<file path="src/rtl/dihs_pkg.sv">
// ----------------------------------------------------------------------------
// dihs_pkg
// Shared types, codes and helper functions for the driver init/health
// supervisor.
// ----------------------------------------------------------------------------
package dihs_pkg;

  // Status codes
  typedef enum logic [3:0] {
    ST_IDLE       = 4'd0,
    ST_RETRYING   = 4'd1,
    ST_RETRY_COMM = 4'd2,
    ST_RETRY_ENN  = 4'd3,
    ST_RETRY_MODE = 4'd4,
    ST_SD_OK      = 4'd5,
    ST_POS_OK     = 4'd6,
    ST_COMM_ERR   = 4'd7,
    ST_ENN_ERR    = 4'd8,
    ST_MODE_ERR   = 4'd9,
    ST_TIMEOUT    = 4'd10,
    ST_ESTOP      = 4'd11
  } status_t;

  // Command codes
  localparam logic [1:0] FUNC_TICK  = 2'd0;
  localparam logic [1:0] FUNC_START = 2'd1;
  localparam logic [1:0] FUNC_ESTOP = 2'd2;
  localparam logic [1:0] FUNC_CLEAR = 2'd3;

  // Configuration register indexes
  localparam int unsigned CFG_IDX_W = 3;
  localparam logic [CFG_IDX_W-1:0] CFG_RAMP_MODE     = 3'd0;
  localparam logic [CFG_IDX_W-1:0] CFG_RETRY_DELAY   = 3'd1;
  localparam logic [CFG_IDX_W-1:0] CFG_HEARTBEAT     = 3'd2;
  localparam logic [CFG_IDX_W-1:0] CFG_REINIT_PERIOD = 3'd3;
  localparam logic [CFG_IDX_W-1:0] CFG_LOOP_TIMEOUT  = 3'd4;
  localparam logic [CFG_IDX_W-1:0] CFG_INIT_TIMEOUT  = 3'd5;
  localparam int unsigned CFG_DATA_W = 16;

  // Configuration reset values
  localparam logic [15:0] RST_RETRY_DELAY   = 16'd10;
  localparam logic [15:0] RST_HEARTBEAT     = 16'd100;
  localparam logic [15:0] RST_REINIT_PERIOD = 16'd1000;
  localparam logic [15:0] RST_LOOP_TIMEOUT  = 16'd50;
  localparam logic [15:0] RST_INIT_TIMEOUT  = 16'd200;

  // Version field value meaning the bus is floating
  localparam logic [7:0] NO_COMM_MARK = 8'hFF;
  localparam logic [15:0] CNT_MAX     = 16'hFFFF;

  typedef struct packed {
    logic [1:0]  func;
    logic [31:0] now_ms;
    logic [7:0]  ioin_version;
    logic        enn_pin;
    logic        mode_pin;
  } in_item_t;

  typedef struct packed {
    logic [3:0]  status_code;
    logic [3:0]  prior_status;
    logic        pins_sampled;
    logic        write_settings;
    logic        reset_driver;
    logic [15:0] success_count;
  } out_item_t;

  typedef struct packed {
    logic        ramp_mode;
    logic [15:0] retry_delay;
    logic [15:0] heartbeat_interval;
    logic [15:0] reinit_period;
    logic [15:0] loop_timeout;
    logic [15:0] init_timeout;
  } cfg_t;

  typedef struct packed {
    status_t     status;
    status_t     prior;
    logic [31:0] init_start;
    logic [31:0] last_check;
    logic [31:0] last_beat;
    logic [31:0] last_reinit;
    logic [15:0] success;
  } state_t;

  function automatic logic is_ok(status_t s);
    return (s == ST_SD_OK) || (s == ST_POS_OK);
  endfunction

  function automatic logic is_err(status_t s);
    return s inside {[ST_COMM_ERR:ST_TIMEOUT]};
  endfunction

  function automatic logic is_done(status_t s);
    return is_ok(s) || is_err(s);
  endfunction

  // Init in progress: retrying with or without a known fault
  function automatic logic is_busy(status_t s);
    return s inside {[ST_RETRYING:ST_RETRY_MODE]};
  endfunction

  // Map the sampled pins to a status code
  function automatic status_t judge_pins(in_item_t it, logic ramp_mode, logic during_init);
    status_t s;
    if ((it.ioin_version == NO_COMM_MARK) || (it.ioin_version == 8'd0)) begin
      s = during_init ? ST_RETRY_COMM : ST_COMM_ERR;
    end else if (it.enn_pin) begin
      s = during_init ? ST_RETRY_ENN : ST_ENN_ERR;
    end else if (it.mode_pin != ramp_mode) begin
      s = ramp_mode ? ST_POS_OK : ST_SD_OK;
    end else begin
      s = during_init ? ST_RETRY_MODE : ST_MODE_ERR;
    end
    return s;
  endfunction

  // Init window ran out: a known retry fault hardens, otherwise timeout
  function automatic status_t expire(status_t s);
    status_t r;
    case (s)
      ST_RETRY_COMM: r = ST_COMM_ERR;
      ST_RETRY_ENN:  r = ST_ENN_ERR;
      ST_RETRY_MODE: r = ST_MODE_ERR;
      default:       r = ST_TIMEOUT;
    endcase
    return r;
  endfunction

endpackage

</file>
<file path="src/rtl/dihs_cfg.sv">
// ----------------------------------------------------------------------------
// dihs_cfg
// Configuration register bank, written through a plain write port.
// ----------------------------------------------------------------------------
module dihs_cfg
  import dihs_pkg::*;
(
  input  logic                  clk,
  input  logic                  rst_n,
  input  logic                  cfg_we,
  input  logic [CFG_IDX_W-1:0]  cfg_idx,
  input  logic [CFG_DATA_W-1:0] cfg_wdata,
  output cfg_t                  cfg
);

  cfg_t cfg_r;

  always_ff @(posedge clk) begin
    if (!rst_n) begin
      cfg_r.ramp_mode          <= 1'b0;
      cfg_r.retry_delay        <= RST_RETRY_DELAY;
      cfg_r.heartbeat_interval <= RST_HEARTBEAT;
      cfg_r.reinit_period      <= RST_REINIT_PERIOD;
      cfg_r.loop_timeout       <= RST_LOOP_TIMEOUT;
      cfg_r.init_timeout       <= RST_INIT_TIMEOUT;
    end else if (cfg_we) begin
      case (cfg_idx)
        CFG_RAMP_MODE:     cfg_r.ramp_mode          <= cfg_wdata[0];
        CFG_RETRY_DELAY:   cfg_r.retry_delay        <= cfg_wdata;
        CFG_HEARTBEAT:     cfg_r.heartbeat_interval <= cfg_wdata;
        CFG_REINIT_PERIOD: cfg_r.reinit_period      <= cfg_wdata;
        CFG_LOOP_TIMEOUT:  cfg_r.loop_timeout       <= cfg_wdata;
        CFG_INIT_TIMEOUT:  cfg_r.init_timeout       <= cfg_wdata;
        default: ;
      endcase
    end
  end

  assign cfg = cfg_r;

endmodule

</file>
<file path="src/rtl/dihs_step.sv">
// ----------------------------------------------------------------------------
// dihs_step
// Next-state and result logic for one command item.
// ----------------------------------------------------------------------------
module dihs_step
  import dihs_pkg::*;
(
  input  in_item_t  item,
  input  cfg_t      cfg,
  input  state_t    cur,
  output state_t    nxt,
  output out_item_t res
);

  logic [31:0] t;
  logic [31:0] d_chk, d_beat, d_init, d_reinit;
  logic        due_retry, due_beat, due_reinit, expired;
  status_t     judge_init, judge_hb, st;
  logic        sampled, wr_set, rst_drv;

  assign t          = item.now_ms;
  assign d_chk      = t - cur.last_check;
  assign d_beat     = t - cur.last_beat;
  assign d_init     = t - cur.init_start;
  assign d_reinit   = t - cur.last_reinit;
  assign due_retry  = d_chk >= {16'd0, cfg.retry_delay};
  assign due_beat   = d_beat >= {16'd0, cfg.heartbeat_interval};
  assign due_reinit = d_reinit >= {16'd0, cfg.reinit_period};
  assign expired    = d_init > {16'd0, cfg.loop_timeout};
  assign judge_init = judge_pins(item, cfg.ramp_mode, 1'b1);
  assign judge_hb   = judge_pins(item, cfg.ramp_mode, 1'b0);

  function automatic logic [15:0] sat_inc(logic [15:0] v);
    return (v != CNT_MAX) ? v + 16'd1 : v;
  endfunction

  always_comb begin
    nxt     = cur;
    st      = cur.status;
    sampled = 1'b0;
    wr_set  = 1'b0;
    rst_drv = 1'b0;

    case (item.func)
      FUNC_TICK: begin
        if (is_busy(cur.status)) begin
          if (due_retry || due_beat) begin
            if (due_retry) nxt.last_check = t;
            if (due_beat)  nxt.last_beat  = t;
            st      = judge_init;
            sampled = 1'b1;
          end
          if (expired && !is_done(st)) st = expire(st);
          nxt.status = st;
          if (st != cur.status) nxt.prior = cur.status;
          if (is_ok(st)) begin
            nxt.success = sat_inc(cur.success);
            wr_set      = 1'b1;
          end
        end else if (is_err(cur.status)) begin
          // recovery: restart plus an immediate check, both cadences restart from now
          if (due_reinit) begin
            nxt.last_reinit = t;
            nxt.init_start  = t;
            nxt.last_check  = t;
            nxt.last_beat   = t;
            nxt.prior       = ST_RETRYING;
            nxt.status      = judge_init;
            sampled         = 1'b1;
            rst_drv         = 1'b1;
            if (is_ok(judge_init)) begin
              nxt.success = sat_inc(cur.success);
              wr_set      = 1'b1;
            end
          end
        end else if (is_ok(cur.status)) begin
          if (due_beat) begin
            nxt.last_beat = t;
            sampled       = 1'b1;
            if (!is_ok(judge_hb)) begin
              nxt.init_start = t;
              nxt.last_check = t - {16'd0, cfg.retry_delay};
              nxt.last_beat  = t - {16'd0, cfg.heartbeat_interval};
              nxt.status     = ST_RETRYING;
              rst_drv        = 1'b1;
            end
          end
        end
      end
      FUNC_START: begin
        if (cur.status != ST_ESTOP) begin
          nxt.init_start = t;
          nxt.last_check = t - {16'd0, cfg.retry_delay};
          nxt.last_beat  = t - {16'd0, cfg.heartbeat_interval};
          nxt.status     = ST_RETRYING;
          rst_drv        = 1'b1;
        end
      end
      FUNC_ESTOP: begin
        nxt.status = ST_ESTOP;
      end
      FUNC_CLEAR: begin
        // always restarts; the first check runs at once and cannot time out
        nxt.last_reinit = '0;
        nxt.init_start  = t;
        nxt.last_check  = t;
        nxt.last_beat   = t;
        nxt.prior       = ST_RETRYING;
        nxt.status      = judge_init;
        sampled         = 1'b1;
        rst_drv         = 1'b1;
        if (is_ok(judge_init)) begin
          nxt.success = sat_inc(cur.success);
          wr_set      = 1'b1;
        end
      end
      default: ;
    endcase

    res.status_code    = nxt.status;
    res.prior_status   = nxt.prior;
    res.pins_sampled   = sampled;
    res.write_settings = wr_set;
    res.reset_driver   = rst_drv;
    res.success_count  = nxt.success;
  end

endmodule

</file>
<file path="src/rtl/driver_init_health_supervisor.sv">
// Pipeline: an accepted item sits in the input register, then moves into the
//   result register once that register is free.
// Throughput: one item per cycle while out_ready holds; the supervisor state
//   updates in the same cycle the item moves into the result register.
// Reset: synchronous, active low; status idle, all timestamps and the success
//   count zero, configuration back to its defaults.
// ----------------------------------------------------------------------------
// driver_init_health_supervisor
// Bring-up and health supervisor for a motor driver: tracks init retries,
// timeouts, heartbeat checks and recovery from errors.
// ----------------------------------------------------------------------------
module driver_init_health_supervisor
  import dihs_pkg::*;
(
  input  logic                  clk,
  input  logic                  rst_n,
  // command items
  input  logic                  in_valid,
  output logic                  in_ready,
  input  in_item_t              in_data,
  // result items
  output logic                  out_valid,
  input  logic                  out_ready,
  output out_item_t             out_data,
  // configuration
  input  logic                  cfg_we,
  input  logic [CFG_IDX_W-1:0]  cfg_idx,
  input  logic [CFG_DATA_W-1:0] cfg_wdata
);

  cfg_t      cfg;
  state_t    state_r, state_nxt;
  out_item_t res;

  logic      s1_vld_r;
  in_item_t  s1_item_r;
  logic      out_vld_r;
  out_item_t out_item_r;

  logic      advance;
  logic      fire;

  // The result register frees up when empty or when its item is taken;
  // the input register then drains into it in the same cycle.
  assign advance  = !out_vld_r || out_ready;
  assign fire     = s1_vld_r && advance;
  assign in_ready = !s1_vld_r || advance;

  dihs_cfg u_cfg (
    .clk       (clk),
    .rst_n     (rst_n),
    .cfg_we    (cfg_we),
    .cfg_idx   (cfg_idx),
    .cfg_wdata (cfg_wdata),
    .cfg       (cfg)
  );

  dihs_step u_step (
    .item (s1_item_r),
    .cfg  (cfg),
    .cur  (state_r),
    .nxt  (state_nxt),
    .res  (res)
  );

  // control and supervisor state
  always_ff @(posedge clk) begin
    if (!rst_n) begin
      s1_vld_r            <= 1'b0;
      out_vld_r           <= 1'b0;
      state_r.status      <= ST_IDLE;
      state_r.prior       <= ST_IDLE;
      state_r.init_start  <= '0;
      state_r.last_check  <= '0;
      state_r.last_beat   <= '0;
      state_r.last_reinit <= '0;
      state_r.success     <= '0;
    end else begin
      if (in_ready) s1_vld_r  <= in_valid;
      if (advance)  out_vld_r <= s1_vld_r;
      if (fire)     state_r   <= state_nxt;
    end
  end

  // payload registers
  always_ff @(posedge clk) begin
    if (in_valid && in_ready) s1_item_r  <= in_data;
    if (fire)                 out_item_r <= res;
  end

  assign out_valid = out_vld_r;
  assign out_data  = out_item_r;

endmodule
</file>
<file path="config.mk">
export PLATFORM = sky130hd
export DESIGN_NAME = driver_init_health_supervisor
export DESIGN_NICKNAME = d
export VERILOG_FILES = /design/src/rtl/dihs_pkg.sv /design/src/rtl/dihs_cfg.sv /design/src/rtl/dihs_step.sv /design/src/rtl/driver_init_health_supervisor.sv
export SDC_FILE = /design/constraint.sdc
export NUM_CORES = 1
export LEC_CHECK = 0
export BUFFER_PORTS_ARGS = -buffer_cell sky130_fd_sc_hd__buf_2
export CORE_AREA = 4 4 232 234
export CTS_CLUSTER_SIZE = 8
export DETAILED_ROUTE_END_ITERATION = 16
export DIE_AREA = 0 0 236 238
export SYNTH_ARGS = -nofsm -noshare
export SYNTH_HDL_FRONTEND = slang
export SYNTH_SLANG_ARGS = --single-unit
</file>
<file path="constraint.sdc">
create_clock -name clk -period 7.8 [get_ports clk]
set_clock_uncertainty 0.15 [all_clocks]
set_input_delay 1.56 -clock clk [delete_from_list [all_inputs] [get_ports clk]]
set_output_delay 1.56 -clock clk [all_outputs]
set_load 0.05 [all_outputs]
</file>
==> metrics.md <==
| Metric | Value |
|---|---|
| CTS H-Tree Depth | `2` |
| Synthesized Nets | `3,501` |
| Via count | `24,800` |
| Crit end category | `flop` |
| Part of the Yosys area used for sequential elements | `26.6%` |
| First-pass GRT wire length | `133,000 um` |
| Core box area | `0.0520 mm2` |
| Final-report hold violation count | `0` |
| Clock Power Share | `35.9%` |
| Non-Filler Instances | `3,952` |
| Mean post-synth cell area | `7.67 um2` |
| FFs w/ async S/R, synth | `0%` |
| Sequential share of power | `33.6%` |
| RSZ-0062 raised after global routing | `false` |
| Worst-path clk slew | `0.05 ns` |
| Peak Freq | `0.133 GHz` |
| Drt initial violations | `2,186` |
| Post-synth EDFFs | `71` |
| Relative slew slack | `15.9%` |
| Least-Margin Pin Slew | `1.26 ns` |
| Wire per inst | `21.5 um` |
| Ant diodes | `0` |
| Minimum clock period | `7.50 ns` |
| Die height | `238 um` |
| Root buf cell | `clkbuf_16` |
| Final worst path period share | `96.2%` |
| Cell Area, Synth | `0.0245 mm2` |
| Peak VDD IR | `0.000159 V` |
| DRT antenna net count | `0` |
| Static Leakage | `10.1 nW` |
| Max-Cap Viols | `0` |
| Startpoint types | `flop` |
| # Post-CTS Setup Buffers | `0` |
| Detailed Place HPWL | `64,400 um` |
| Post-cts resize count | `0` |
| GP Congestion | `0.990` |
| Initial core utilization | `47.2%` |
| Port bufs | `96` |
| Hold Path Class | `reg -> reg` |
| Gr usage total | `29.1%` |
| Max Slew Vio Count | `0` |
| Critical Path RT | `7.97 ns` |
| Net Sw Frac | `35.3%` |
| DIE WIDTH | `236 um` |
| Initial antenna violation count | `0` |
| Top Ports | `97` |
| Net switching power | `1.75 mW` |
| Max Root-Sink Buffers | `3` |
| Most used DFF post-synth | `dfxtp_1` |
| Synth cell types | `109` |
| Nets | `3,537` |
| Num CTS Buffers | `43` |
| Layout cells sized above 1 | `8.64%` |
| CTS Hold Bufs | `0` |
| Final setup viols | `0` |
| PwrDens | `184 mW/mm2` |
| Placed Cells | `3,879` |
| CP Data Arrival Time | `7.68 ns` |
| Largest net degree at the start of global routing | `118` |
| #FFs+latches synth | `290` |
| Die Area | `0.0562 mm2` |
| Total gr overflow | `0` |
| Area Overhead vs Synth | `9.87%` |
| Status | `finished, final reports clean` |
| Vias in the first global route | `24,000` |
| Internal | `3.21 mW` |
| CTS Sinks | `290` |
| Rows | `84` |
| Most frequent cells in the layout | `nand2_1 (356), a21oi_1 (291), inv_1 (248)` |
| Synth Warn # | `0` |
| DRC | `0` |
| Clk_lat worst skew | `0.59 ns` |
| Pre-antenna DRT Iters | `6` |
| Most common cell after layout, fill and taps aside | `nand2_1` |
| Post-Synthesis Cells | `3,200` |
| Routed wire length | `85,100 um` |
| CTS tree | `yes` |
| Worst-path fanout max | `11` |
| Combinational fraction of design power | `30.5%` |
| Aggregate negative setup slack | `0 ns` |
| Via density | `6.28` |
| Worst Path Class, Setup | `reg -> reg` |
==> cell families (layout without fill, tap and decap cells) <==
group / Yosys count / count (layout) / share of synthesized area (%)
buffers and inverters: 408 / 472 / 6.37
multiplexers: 15 / 15 / 0.663
AND/OR/NAND/NOR: 1080 / 1080 / 21.4
AO/OA/AOI/OAI: 1066 / 1066 / 29.1
XOR/XNOR: 108 / 108 / 3.85
flip-flops: 290 / 290 / 26.6
adder cells (fa/ha/maj): 233 / 233 / 12.1
==> final cells by class <==
class                           count  area [um2]
Fill cell                        5059       25100
Multi-Input combinational cell   2502       16500
Sequential cell                   290        6520
Clock buffer                       68        1200
Inverter                          250         941
Timing Repair Buffer              149         891
Tap cell                          688         861
Clock inverter                      5        62.6
==> synth_stat cells, types with 18 or more instances <==
cell type	count	area, um2
clkbuf_1	137	514
nand4_1	42	263
dfxtp_1	219	4380
nor2b_1	29	181
xnor2_1	66	578
xor2_1	42	368
nand3_1	113	566
a21oi_1	292	1460
edfxtp_1	71	2130
nand2b_1	33	206
o21ai_0	185	926
a31oi_1	45	282
o211ai_1	47	353
o21a_1	53	398
and3_1	41	257
nor4_1	28	175
o21bai_1	25	188
a221oi_1	23	201
a22o_1	34	298
a22oi_1	18	135
inv_1	249	935
a2111oi_0	19	166
nor2_1	233	875
and2_1	22	138
nor3_1	73	365
a211oi_1	59	443
nand2_1	356	1340
or2_2	21	131
ha_1	227	2840
a21o_1	59	443
or3_1	26	163
==> per-layer routing <==
layer / vias up / wire [um] / global-route usage, % / part of all wire [%]
met1: 11800 / 38200 / 39.7 / 45
met2: 931 / 38900 / 48.1 / 46
met4: 0 / 2740 / 9.50 / 3.2
met5: - / 0 / 0 / 0
met3: 172 / 5290 / 3.74 / 6.2
li1: 11900 / - / - / -
==> power groups by stage <==
stage	combinational, mW	sequential [mW]	clock, mW
6_report	1.51	1.66	1.78
3_5_place_dp	1.48	1.69	0
2_1_floorplan	1.05	1.70	0
3_3_place_gp	1.45	1.69	0
5_1_grt	1.66	1.67	1.87
4_1_cts	1.49	1.66	1.81
==> stage by stage <==
step	hold slack (ns)	setup WS, ns	cell area (um2)	util (%)	total power, mW
floorplan	0.282	1.72	24500	-	2.74
global placement	0.289	0.640	25700	49.4	3.14
detailed placement	0.294	0.490	25700	49.4	3.17
CTS	0.301	0.476	27000	51.8	4.96
global route	0.316	0.0177	27000	51.8	5.20
finish	0.297	0.299	27000	51.8	4.95
==> worst max-delay path: stages (launching register included) <==
cell	delay, ns
edfxtp_1	0.70
inv_1	0.19
fa_1	0.46
nor2b_1	0.17
o2111ai_1	0.18
a21oi_1	0.36
nor2_1	0.16
o311a_1	0.33
xnor2_1	0.13
ha_1	0.32
a21oi_1	0.12
a21boi_0	0.15
a21oi_1	0.17
o2111ai_1	0.15
nand4b_1	0.22
or4b_1	0.54
nor4_1	0.51
and4_1	0.34
a21oi_1	0.12
a21oi_1	0.85
o221a_2	0.47
a21oi_1	0.07
o22a_1	0.21
a22o_1	0.18
==> registers in the layout, summed over array words and instances, names as in the netlist <==
| signal | flops |
|---|---|
| out_data | 27 |
| out_valid | 1 |
| s1_vld_r | 1 |
| state_r | 152 |
| u_cfg.cfg | 65 |
| s1_item_r | 44 |
==> final timing paths <==
| kind | from | end | slack, ns | depth (start not counted) |
|---|---|---|---|---|
| worst max-delay path | s1_item_r[11] | out_data[12] | 0.30 | 23 |
| worst min-delay path | state_r[27] | state_r[27] | 0.30 | 2 |
| worst max register to register | s1_item_r[11] | out_data[12] | 0.30 | 23 |
| worst min register to register | state_r[27] | state_r[27] | 0.30 | 2 |
Note: power is estimated with default switching activity, not from simulation.
